--- src/hdl/crw_pkg.sv ---
// ---------------------------------------------------------------------------
// crw_pkg: shared types and constants for the chunk receive window
// Holds command and status codes, the queued request layout, the response
// layout and the bitmap row search used by the receive tracker.
// ---------------------------------------------------------------------------
package crw_pkg;

   // Default session size in packets
   localparam int PACKETS_DEF = 512;

   // Timeout register value after reset
   localparam logic [15:0] TIMEOUT_RESET = 16'd8;

   // Received bitmap is kept in rows of this many bits
   localparam int ROW_W  = 32;
   localparam int ROW_LW = $clog2(ROW_W);

   // Depth of the request and response queues
   localparam int QUEUE_DEPTH = 2;

   // Request command codes
   localparam logic [1:0] CMD_START = 2'd0;
   localparam logic [1:0] CMD_DATA  = 2'd1;
   localparam logic [1:0] CMD_TICK  = 2'd2;

   typedef enum logic [2:0] {
      ST_OK         = 3'd0,
      ST_STALE      = 3'd1,
      ST_NO_SESSION = 3'd2,
      ST_RANGE      = 3'd3,
      ST_BUSY       = 3'd4
   } status_type;

   typedef enum logic [1:0] {
      K_START,
      K_DATA,
      K_TICK,
      K_NONE
   } kind_type;

   // Classified request as it waits between front and back
   typedef struct packed {
      kind_type    kind;
      logic        out_of_range;
      logic [7:0]  peer;
      logic [11:0] chunk_index;
      logic [11:0] seq_num;
   } item_type;

   typedef struct packed {
      status_type  status;
      logic        emit_ack;
      logic [10:0] ack_num;
      logic        chunk_done;
      logic        timed_out;
      logic [11:0] session_chunk;
   } rsp_type;

   // Lowest set bit of a row: {found, index}
   function automatic logic [ROW_LW:0] first_one(input logic [ROW_W-1:0] v);
      logic [ROW_LW:0] res;
      res = '0;
      for (int i = ROW_W - 1; i >= 0; i--) begin
         if (v[i]) begin
            res = {1'b1, ROW_LW'(i)};
         end
      end
      return res;
   endfunction

endpackage

--- src/hdl/crw_fifo.sv ---
// ---------------------------------------------------------------------------
// crw_fifo: small register queue
// Holds up to DEPTH entries of WIDTH bits; the oldest entry is shown on
// data_out while empty is low. DEPTH must be a power of two.
// ---------------------------------------------------------------------------
module crw_fifo #(
   parameter int WIDTH = 8,
   parameter int DEPTH = 2
) (
   input  logic             clock,
   input  logic             reset,
   input  logic             push,
   input  logic [WIDTH-1:0] data_in,
   output logic             full,
   input  logic             pop,
   output logic [WIDTH-1:0] data_out,
   output logic             empty
);

   localparam int PW = (DEPTH > 1) ? $clog2(DEPTH) : 1;
   localparam int CW = $clog2(DEPTH + 1);

   logic [WIDTH-1:0] slot_ff [DEPTH];
   logic [PW-1:0]    wr_ptr_ff, wr_ptr_in;
   logic [PW-1:0]    rd_ptr_ff, rd_ptr_in;
   logic [CW-1:0]    count_ff, count_in;
   logic             do_push, do_pop;

   assign full     = (count_ff == CW'(DEPTH));
   assign empty    = (count_ff == '0);
   assign data_out = slot_ff[rd_ptr_ff];
   assign do_push  = push && !full;
   assign do_pop   = pop && !empty;

   // Advance pointers and count
   always_comb begin
      wr_ptr_in = do_push ? wr_ptr_ff + 1'b1 : wr_ptr_ff;
      rd_ptr_in = do_pop ? rd_ptr_ff + 1'b1 : rd_ptr_ff;
      count_in  = count_ff;
      if (do_push && !do_pop) begin
         count_in = count_ff + 1'b1;
      end else if (do_pop && !do_push) begin
         count_in = count_ff - 1'b1;
      end
   end

   always_ff @(posedge clock) begin
      if (reset) begin
         wr_ptr_ff <= '0;
         rd_ptr_ff <= '0;
         count_ff  <= '0;
      end else begin
         wr_ptr_ff <= wr_ptr_in;
         rd_ptr_ff <= rd_ptr_in;
         count_ff  <= count_in;
      end
   end

   // Store the entry
   always_ff @(posedge clock) begin
      if (do_push) begin
         slot_ff[wr_ptr_ff] <= data_in;
      end
   end

endmodule

--- src/hdl/crw_front.sv ---
// ---------------------------------------------------------------------------
// crw_front: request intake
// Decodes the command of each incoming request, flags sequence numbers past
// the session size and pushes the classified request into the queue.
// ---------------------------------------------------------------------------
module crw_front #(
   parameter int PACKETS = crw_pkg::PACKETS_DEF
) (
   input  logic              req_push,
   input  logic [1:0]        req_cmd,
   input  logic [7:0]        req_peer,
   input  logic [11:0]       req_chunk_index,
   input  logic [11:0]       req_seq_num,
   output logic              req_full,
   output logic              q_push,
   output crw_pkg::item_type q_item,
   input  logic              q_full
);

   import crw_pkg::*;

   assign req_full = q_full;
   assign q_push   = req_push && !q_full;

   // Classify the request
   always_comb begin
      unique case (req_cmd)
         CMD_START: q_item.kind = K_START;
         CMD_DATA:  q_item.kind = K_DATA;
         CMD_TICK:  q_item.kind = K_TICK;
         default:   q_item.kind = K_NONE;
      endcase
      q_item.out_of_range = (req_seq_num >= 12'(PACKETS));
      q_item.peer         = req_peer;
      q_item.chunk_index  = req_chunk_index;
      q_item.seq_num      = req_seq_num;
   end

endmodule

--- src/hdl/crw_back.sv ---
// ---------------------------------------------------------------------------
// crw_back: session tracker
// Executes classified requests against the session state: binds sessions,
// marks packets in the row-organized bitmap memory, walks next-expected past
// received runs one row per cycle, and counts the timeout down on ticks.
// ---------------------------------------------------------------------------
module crw_back #(
   parameter int PACKETS = crw_pkg::PACKETS_DEF
) (
   input  logic              clock,
   input  logic              reset,
   input  logic              csr_valid,
   output logic              csr_ready,
   input  logic [15:0]       csr_timeout_ticks,
   input  crw_pkg::item_type in_item,
   input  logic              in_empty,
   output logic              in_pop,
   input  logic              out_full,
   output logic              out_push,
   output crw_pkg::rsp_type  out_rsp
);

   import crw_pkg::*;

   localparam int ROWS = (PACKETS + ROW_W - 1) / ROW_W;
   localparam int RAW  = (ROWS > 1) ? $clog2(ROWS) : 1;
   localparam int NW   = $clog2(PACKETS + 1);
   localparam int CW   = RAW + ROW_LW + 1;

   typedef enum logic [1:0] {
      S_IDLE,
      S_MARK,
      S_SCAN
   } state_type;

   state_type         state_ff, state_in;
   logic              active_ff, active_in;
   logic [7:0]        peer_ff, peer_in;
   logic [11:0]       chunk_ff, chunk_in;
   logic [NW-1:0]     next_ff, next_in;
   logic [NW-1:0]     missing_ff, missing_in;
   logic [15:0]       tleft_ff, tleft_in;
   logic [15:0]       tticks_ff, tticks_in;
   logic [ROWS-1:0]   row_valid_ff, row_valid_in;
   logic              done_ff, done_in;
   logic [RAW-1:0]    row_ff, row_in;
   logic [ROW_LW-1:0] off_ff, off_in;
   logic              adv_ff, adv_in;

   // Bitmap memory, one row per entry
   logic [ROW_W-1:0]  map_mem [ROWS];
   logic [ROW_W-1:0]  rd_data_ff;
   logic              rd_vld_ff;
   logic [RAW-1:0]    rd_addr;
   logic              mem_we;
   logic [ROW_W-1:0]  wr_data;

   logic [ROW_W-1:0]  cur_row, new_row, scan_row, zeros;
   logic [ROW_LW-1:0] scan_off;
   logic [ROW_LW:0]   hit;
   logic              was_set;
   logic [RAW:0]      nrow_ext;
   logic [CW-1:0]     cand;
   logic              past_end;
   logic [NW-1:0]     cand_next;

   assign csr_ready = 1'b1;

   // Row search: first missing packet at or above the offset
   always_comb begin
      cur_row  = rd_vld_ff ? rd_data_ff : '0;
      was_set  = cur_row[off_ff];
      new_row  = cur_row | (ROW_W'(1) << off_ff);
      scan_row = (state_ff == S_MARK) ? new_row : cur_row;
      scan_off = (state_ff == S_MARK) ? off_ff : '0;
      zeros    = ~scan_row & ({ROW_W{1'b1}} << scan_off);
      hit      = first_one(zeros);
      nrow_ext = {1'b0, row_ff} + 1'b1;
      cand     = hit[ROW_LW] ? {1'b0, row_ff, hit[ROW_LW-1:0]} : {nrow_ext, ROW_LW'(0)};
      past_end = (cand >= CW'(PACKETS));
      cand_next = past_end ? NW'(PACKETS) : NW'(cand);
   end

   // Execute requests
   always_comb begin
      state_in     = state_ff;
      active_in    = active_ff;
      peer_in      = peer_ff;
      chunk_in     = chunk_ff;
      next_in      = next_ff;
      missing_in   = missing_ff;
      tleft_in     = tleft_ff;
      tticks_in    = (csr_valid && csr_ready) ? csr_timeout_ticks : tticks_ff;
      row_valid_in = row_valid_ff;
      done_in      = done_ff;
      row_in       = row_ff;
      off_in       = off_ff;
      adv_in       = adv_ff;
      in_pop       = 1'b0;
      out_push     = 1'b0;
      rd_addr      = in_item.seq_num[ROW_LW +: RAW];
      mem_we       = 1'b0;
      wr_data      = new_row;
      out_rsp.status        = ST_OK;
      out_rsp.emit_ack      = 1'b0;
      out_rsp.ack_num       = 11'(next_ff);
      out_rsp.chunk_done    = 1'b0;
      out_rsp.timed_out     = 1'b0;
      out_rsp.session_chunk = chunk_ff;

      unique case (state_ff)
         S_IDLE: begin
            if (!in_empty && !out_full) begin
               in_pop = 1'b1;
               unique case (in_item.kind)
                  K_START: begin
                     out_push = 1'b1;
                     if (active_ff) begin
                        out_rsp.status = ST_BUSY;
                     end else begin
                        peer_in      = in_item.peer;
                        chunk_in     = in_item.chunk_index;
                        row_valid_in = '0;
                        missing_in   = NW'(PACKETS);
                        next_in      = '0;
                        tleft_in     = tticks_ff;
                        active_in    = 1'b1;
                        out_rsp.ack_num       = '0;
                        out_rsp.session_chunk = in_item.chunk_index;
                     end
                  end
                  K_DATA: begin
                     if (!active_ff || in_item.peer != peer_ff) begin
                        out_push       = 1'b1;
                        out_rsp.status = ST_NO_SESSION;
                     end else if (in_item.seq_num < 12'(next_ff)) begin
                        out_push       = 1'b1;
                        out_rsp.status = ST_STALE;
                     end else if (in_item.out_of_range) begin
                        out_push       = 1'b1;
                        out_rsp.status = ST_RANGE;
                     end else begin
                        // Fetch the packet's row, mark it next cycle
                        in_pop   = 1'b1;
                        row_in   = in_item.seq_num[ROW_LW +: RAW];
                        off_in   = in_item.seq_num[ROW_LW-1:0];
                        adv_in   = (in_item.seq_num == 12'(next_ff));
                        tleft_in = tticks_ff;
                        state_in = S_MARK;
                     end
                  end
                  K_TICK: begin
                     out_push = 1'b1;
                     if (active_ff && tleft_ff != '0) begin
                        tleft_in = tleft_ff - 1'b1;
                        if (tleft_ff == 16'd1) begin
                           active_in         = 1'b0;
                           out_rsp.timed_out = 1'b1;
                        end
                     end
                  end
                  default: begin
                     out_push = 1'b1;
                  end
               endcase
            end
         end

         S_MARK: begin
            // Set the packet bit and update the missing count
            mem_we                = 1'b1;
            row_valid_in[row_ff]  = 1'b1;
            if (!was_set && missing_ff != '0) begin
               missing_in = missing_ff - 1'b1;
            end
            done_in = (missing_in == '0);
            if (done_in) begin
               active_in = 1'b0;
            end
            out_rsp.emit_ack   = 1'b1;
            out_rsp.chunk_done = done_in;
            if (!adv_ff) begin
               out_push = 1'b1;
               state_in = S_IDLE;
            end else if (hit[ROW_LW] || past_end) begin
               next_in          = cand_next;
               out_rsp.ack_num  = 11'(cand_next);
               out_push         = 1'b1;
               state_in         = S_IDLE;
            end else begin
               row_in   = nrow_ext[RAW-1:0];
               rd_addr  = nrow_ext[RAW-1:0];
               state_in = S_SCAN;
            end
         end

         S_SCAN: begin
            // Walk the received run one row at a time
            out_rsp.emit_ack   = 1'b1;
            out_rsp.chunk_done = done_ff;
            if (hit[ROW_LW] || past_end) begin
               next_in         = cand_next;
               out_rsp.ack_num = 11'(cand_next);
               out_push        = 1'b1;
               state_in        = S_IDLE;
            end else begin
               row_in  = nrow_ext[RAW-1:0];
               rd_addr = nrow_ext[RAW-1:0];
            end
         end

         default: begin
            state_in = S_IDLE;
         end
      endcase
   end

   always_ff @(posedge clock) begin
      if (reset) begin
         state_ff     <= S_IDLE;
         active_ff    <= 1'b0;
         peer_ff      <= '0;
         chunk_ff     <= '0;
         next_ff      <= '0;
         missing_ff   <= '0;
         tleft_ff     <= '0;
         tticks_ff    <= TIMEOUT_RESET;
         row_valid_ff <= '0;
         done_ff      <= 1'b0;
      end else begin
         state_ff     <= state_in;
         active_ff    <= active_in;
         peer_ff      <= peer_in;
         chunk_ff     <= chunk_in;
         next_ff      <= next_in;
         missing_ff   <= missing_in;
         tleft_ff     <= tleft_in;
         tticks_ff    <= tticks_in;
         row_valid_ff <= row_valid_in;
         done_ff      <= done_in;
      end
   end

   // Hold the position of the packet being marked
   always_ff @(posedge clock) begin
      row_ff <= row_in;
      off_ff <= off_in;
      adv_ff <= adv_in;
   end

   // Bitmap memory: one write and one registered read per cycle
   always_ff @(posedge clock) begin
      if (mem_we) begin
         map_mem[row_ff] <= wr_data;
      end
      rd_data_ff <= map_mem[rd_addr];
      rd_vld_ff  <= row_valid_ff[rd_addr];
   end

   // Next-expected and missing count never pass the session size
   assert property (@(posedge clock) disable iff (reset) next_ff <= NW'(PACKETS))
      else $error("next expected beyond session size");
   assert property (@(posedge clock) disable iff (reset) missing_ff <= NW'(PACKETS))
      else $error("missing count beyond session size");
   // A response is only produced when the response queue has room
   assert property (@(posedge clock) disable iff (reset) out_push |-> !out_full)
      else $error("response pushed into full queue");
   // Completion closes the session
   assert property (@(posedge clock) disable iff (reset)
      (out_push && out_rsp.chunk_done) |=> !active_ff)
      else $error("session still active after completion");
   // A scan only runs for an acknowledging data request
   assert property (@(posedge clock) disable iff (reset)
      (state_ff == S_SCAN) |-> $past(state_ff == S_MARK || state_ff == S_SCAN))
      else $error("row scan entered without marking");

endmodule

--- src/hdl/chunk_receive_window_cumulative_ack.sv ---
// ---------------------------------------------------------------------------
// chunk_receive_window_cumulative_ack: chunk download receive tracker
// Tracks one chunk download session and produces a cumulative ACK per
// accepted data packet.
//
// Requests enter on req_push/req_full and are taken whenever req_full is low.
// Each request yields exactly one response, shown while rsp_empty is low and
// taken with rsp_pop. The timeout register is written on csr_valid; csr_ready
// is always high.
// A two-entry queue separates request intake from the session tracker, and a
// two-entry queue holds responses, so intake continues while responses wait.
// Start, tick and rejected data requests are answered from the idle state;
// their response is registered in the response queue. Accepted data reads
// its bitmap row (registered read), marks the packet, then walks further
// 32-packet bitmap rows while advancing next-expected past received packets.
// When the response queue is full the tracker holds and the request queue
// fills, raising req_full.
// Reset closes the session, clears the session registers and sets the timeout to 8
// ticks; the bitmap needs no clearing pass (row valid bits).
// ---------------------------------------------------------------------------
module chunk_receive_window_cumulative_ack #(
   parameter int PACKETS = crw_pkg::PACKETS_DEF
) (
   input  logic        clock,
   input  logic        reset,
   input  logic        req_push,
   output logic        req_full,
   input  logic [1:0]  req_cmd,
   input  logic [7:0]  req_peer,
   input  logic [11:0] req_chunk_index,
   input  logic [11:0] req_seq_num,
   output logic        rsp_empty,
   input  logic        rsp_pop,
   output logic [2:0]  rsp_status,
   output logic        rsp_emit_ack,
   output logic [10:0] rsp_ack_num,
   output logic        rsp_chunk_done,
   output logic        rsp_timed_out,
   output logic [11:0] rsp_session_chunk,
   input  logic        csr_valid,
   output logic        csr_ready,
   input  logic [15:0] csr_timeout_ticks
);

   import crw_pkg::*;

   item_type q_in_item, q_out_item;
   logic     q_push, q_full, q_pop, q_empty;
   rsp_type  r_in, r_out;
   logic     r_push, r_full;

   crw_front #(.PACKETS(PACKETS)) u_front (
      .req_push        (req_push),
      .req_cmd         (req_cmd),
      .req_peer        (req_peer),
      .req_chunk_index (req_chunk_index),
      .req_seq_num     (req_seq_num),
      .req_full        (req_full),
      .q_push          (q_push),
      .q_item          (q_in_item),
      .q_full          (q_full)
   );

   crw_fifo #(.WIDTH($bits(item_type)), .DEPTH(QUEUE_DEPTH)) u_req_q (
      .clock    (clock),
      .reset    (reset),
      .push     (q_push),
      .data_in  (q_in_item),
      .full     (q_full),
      .pop      (q_pop),
      .data_out (q_out_item),
      .empty    (q_empty)
   );

   crw_back #(.PACKETS(PACKETS)) u_back (
      .clock             (clock),
      .reset             (reset),
      .csr_valid         (csr_valid),
      .csr_ready         (csr_ready),
      .csr_timeout_ticks (csr_timeout_ticks),
      .in_item           (q_out_item),
      .in_empty          (q_empty),
      .in_pop            (q_pop),
      .out_full          (r_full),
      .out_push          (r_push),
      .out_rsp           (r_in)
   );

   crw_fifo #(.WIDTH($bits(rsp_type)), .DEPTH(QUEUE_DEPTH)) u_rsp_q (
      .clock    (clock),
      .reset    (reset),
      .push     (r_push),
      .data_in  (r_in),
      .full     (r_full),
      .pop      (rsp_pop),
      .data_out (r_out),
      .empty    (rsp_empty)
   );

   // Unpack the oldest response
   assign rsp_status        = r_out.status;
   assign rsp_emit_ack      = r_out.emit_ack;
   assign rsp_ack_num       = r_out.ack_num;
   assign rsp_chunk_done    = r_out.chunk_done;
   assign rsp_timed_out     = r_out.timed_out;
   assign rsp_session_chunk = r_out.session_chunk;

endmodule
--- config.mk ---
export PLATFORM = sky130hd
export DESIGN_NAME = chunk_receive_window_cumulative_ack
export DESIGN_NICKNAME = d
export VERILOG_FILES = /design/src/hdl/crw_pkg.sv /design/src/hdl/crw_fifo.sv /design/src/hdl/crw_front.sv /design/src/hdl/crw_back.sv /design/src/hdl/chunk_receive_window_cumulative_ack.sv
export SDC_FILE = /design/constraint.sdc
export NUM_CORES = 1
export LEC_CHECK = 0
export BUFFER_PORTS_ARGS = -buffer_cell sky130_fd_sc_hd__buf_2
export CORE_ASPECT_RATIO = 0.75
export CORE_MARGIN = 3
export CORE_UTILIZATION = 43
export CTS_BUF_LIST = sky130_fd_sc_hd__clkbuf_16
export CTS_CLUSTER_DIAMETER = 200
export DETAILED_ROUTE_END_ITERATION = 12
export PLACE_DENSITY_LB_ADDON = 0.12
export SYNTH_ARGS = -nofsm -noshare
export SYNTH_HDL_FRONTEND = slang
export SYNTH_SLANG_ARGS = --single-unit
--- constraint.sdc ---
create_clock -name clock -period 7.3 [get_ports clock]
set_clock_uncertainty 0.15 [all_clocks]
set_input_delay 0.365 -clock clock [delete_from_list [all_inputs] [get_ports clock]]
set_output_delay 0.365 -clock clock [all_outputs]
set_load 0.02 [all_outputs]
==> impl_results.md <==
* Synth Net Count at 2753
* Post-DRT Antenna Nets at 0
* Worst slew pin tran at 1.26 ns
* Share of post-route cells with drive strength above 1 at 0.125
* MaxCap Viol Count at 0
* DR vias at 22163
* Vias in the first global route at 21572
* Initial antenna violation count at 1
* TNS Setup at 0 ns
* Maximum clock rate at 180 MHz
* First-pass GRT wire length at 139 mm
* Flops & latches, synth at 783
* Met3 routed WL at 6.67 mm
* Antenna fix cells at 0
* Post_cts resized at 0
* Area Overhead vs Synth at 14.4%
* Clk buf depth at 3
* WS Path Type: reg -> reg
* # IOs at 87
* Synth warn at 0
* Pin count of the biggest net entering global routing at 149
* Max-slew violation count at 0
* Post-synth EDFFs at 648
* Met1 WL at 45.2 mm
* Clk pwr share at 0.244
* Post-route cell area at 37200 um^2
* WP data arrival at 5.92 ns
* P_int at 10.1 mW
* Dpl hpwl at 54.8 mm
* WL/cell at 24.4 um
* Storage cell area at 22200 um^2
* NetSw at 6.46 mW
* Min Clock Period, post-route at 5.56 ns
* Routed vias/inst at 5.78
* RSZ-0062 raised after global routing: false
* Comb power frac at 0.381
* Clk_lat worst skew at 0.62 ns
* CTS clk-pin slew, worst paths at 0.07 ns
* Die W at 324 um
* Sequential cell fraction of total power at 0.375
* Mapped Cells at 2675
* Switching share of power at 0.390
* Finish-stage setup viols at 0
* DP Area at 34200 um^2
* Yosys cell types at 72
* Total wire length at 93.7 mm
* First DRT Iteration DRCs at 2460
* Die area at 79000 um^2
* Final period util at 0.762
* GPL Wtd Cong at 0.942
* Standard-cell rows at 86
* PortBufs at 84
* Mapped Area at 32500 um^2
* GRT Resource Usage Total at 0.236
* Ys flop type: edfxtp_1
* Ys async rst share at 0
* Register area share after synthesis at 0.681
* Status: finished clean
* Starting Density at 0.439
* Met2 WL at 39.9 mm
* Worst Path Required at 7.66 ns
* Avg Cell Area, Syn at 12.2 um^2
* CP max FO at 20
* Core ar. at 74100 um^2
* Drt drc at 0
* Total CTS buffers at 77
* Critical path startpoint category: flip-flop
* Setup crit end kind: flip-flop
* Top sig layer: met5
* Relative slew slack at 0.152
* Place WS at 1.74 ns
* # clock sinks at 783
* Worst hold path type: in -> reg
* Area of the multi-input gates at 9560 um^2
* Cell Pwr Density at 445 nW/um^2
* Layout Nets at 2882
* # fillers at 6485
* Die Y at 244 um
* Commonest non-fill, non-tap cell in the layout: edfxtp_1
* Final Hold Fails at 0
* Hold_buf cts at 50
* Commonest cells after routing, fill and taps aside: edfxtp_1, nand2_1, nor2_1
* Global route overflow at 0
* Root buffer selected by CTS: clkbuf_16
* H-Tree Depth at 3
* CTS tree: built
* Post-CTS setup buffer count at 0
* PnR worst setup slack at 1.74 ns
* DRT Pass-1 Iters at 6
* Worst vdd ir at 603 uV
* Leakage Power at 13.0 nW
final timing paths:
kind	start	endpoint	slack (ns)	depth (start not counted)
hold reg to reg	u_back.done_ff	u_back.done_ff	0.31	2
setup / recovery	u_back.state_ff[1]	u_back.rd_data_ff[18]	1.74	13
setup reg to reg	u_back.state_ff[1]	u_back.rd_data_ff[18]	1.74	13
hold / removal	req_push	u_req_q.wr_ptr_ff	0.05	4
layout make-up:
type,instances,share of cell area
sequential,783,0.596
multi-input combinational,1691,0.257
clock buffer,78,0.0524
timing repair buffer,212,0.0425
tap,968,0.0325
clock inverter,61,0.0161
inverter,39,0.00393
logic make-up (layout without fill, tap and decap cells):
family | count (synthesis) | after routing | share of synthesized area
AO/OA/AOI/OAI | 408 | 408 | 0.0827
XOR/XNOR | 19 | 19 | 0.00512
adder cells (fa/ha/maj) | 23 | 23 | 0.00885
buffers and inverters | 201 | 390 | 0.0280
flip-flops | 783 | 783 | 0.681
multiplexers | 124 | 124 | 0.0435
other | 2 | 2 | 0.000231
AND/OR/NAND/NOR | 1115 | 1115 | 0.150
through the flow:
stage          std cells  utilization  power, mW  hold slack, ns
3_3_place_gp        3642        0.461       12.4           0.299
2_1_floorplan       2675            -       10.3           0.286
3_5_place_dp        3642        0.461       12.5           0.306
5_1_grt             3832        0.502       17.5          0.0868
4_1_cts             3831        0.502       16.6          0.0124
6_report            3832        0.502       16.6          0.0471
worst max-delay path, stage by stage (launching register included):
cell     delay [ns]
dfxtp_1        0.34
inv_1          0.10
ha_1           0.75
o21ai_1        0.35
a22o_1         0.33
or3_1          0.42
nor4_1         0.79
a311o_1        0.33
nand2_2        0.32
nor3_4         0.91
buf_4          0.35
nand3_1        0.12
nand4_1        0.09
nor2_1         0.06
metal layers:
metal | GRT usage | vias to the layer above
met1 | 0.371 | 11137
met4 | 0.0552 | 2
met2 | 0.338 | 788
li1 | - | 10108
met3 | 0.0405 | 128
met5 | 0 | -
synthesized netlist by cell type, drive strengths merged, types with 4 or more instances:
| cell type | instances | share of area |
|---|---|---|
| nor2b | 22 | 0.0042 |
| nand4 | 73 | 0.014 |
| mux4 | 10 | 0.0069 |
| nand2b | 7 | 0.0013 |
| nand3 | 129 | 0.020 |
| nor4 | 8 | 0.0015 |
| a32oi | 36 | 0.0097 |
| a31oi | 26 | 0.0050 |
| mux2 | 40 | 0.014 |
| dfxtp | 135 | 0.083 |
| o211ai | 39 | 0.0093 |
| a211oi | 21 | 0.0048 |
| a21o | 9 | 0.0021 |
| and2 | 16 | 0.0031 |
| buf | 96 | 0.016 |
| and3 | 16 | 0.0031 |
| o21ai | 125 | 0.019 |
| inv | 39 | 0.0045 |
| a311oi | 7 | 0.0019 |
| mux2i | 74 | 0.023 |
| a221oi | 10 | 0.0027 |
| edfxtp | 648 | 0.60 |
| nand2 | 477 | 0.055 |
| clkbuf | 66 | 0.0076 |
| o31ai | 12 | 0.0028 |
| o21a | 5 | 0.0012 |
| a22oi | 19 | 0.0044 |
| or3 | 9 | 0.0017 |
| ha | 23 | 0.0088 |
| nor3 | 26 | 0.0050 |
| or4 | 6 | 0.0016 |
| a21oi | 61 | 0.0094 |
| and4 | 7 | 0.0019 |
| xnor2 | 11 | 0.0030 |
| o22ai | 4 | 0.00077 |
| xor2 | 8 | 0.0022 |
| nor2 | 310 | 0.036 |
power by group through the flow:
stage | Sequential, mW | Clock (mW) | Combinational, mW
after global routing | 6.24 | 4.29 | 6.94
after detailed placement | 6.28 | 0 | 6.26
after global placement | 6.28 | 0 | 6.14
after floorplan | 6.06 | 0 | 4.22
after CTS | 6.19 | 4.12 | 6.31
final | 6.21 | 4.04 | 6.32
state kept, by name (all words and copies together) (netlist names), 4 cells and up, named ones only:
signal and cells:
u_back.peer_ff 8, u_req_q.slot_ff 70, u_back.map_mem 512, u_back.chunk_ff 12, u_back.row_valid_ff 16, u_back.off_ff 5
u_rsp_q.slot_ff 56, u_back.row_ff 4, u_back.next_ff 10, u_back.rd_data_ff 32, u_back.tticks_ff 16, u_back.tleft_ff 16
u_back.missing_ff 10
(Power assumes the default switching activity.)
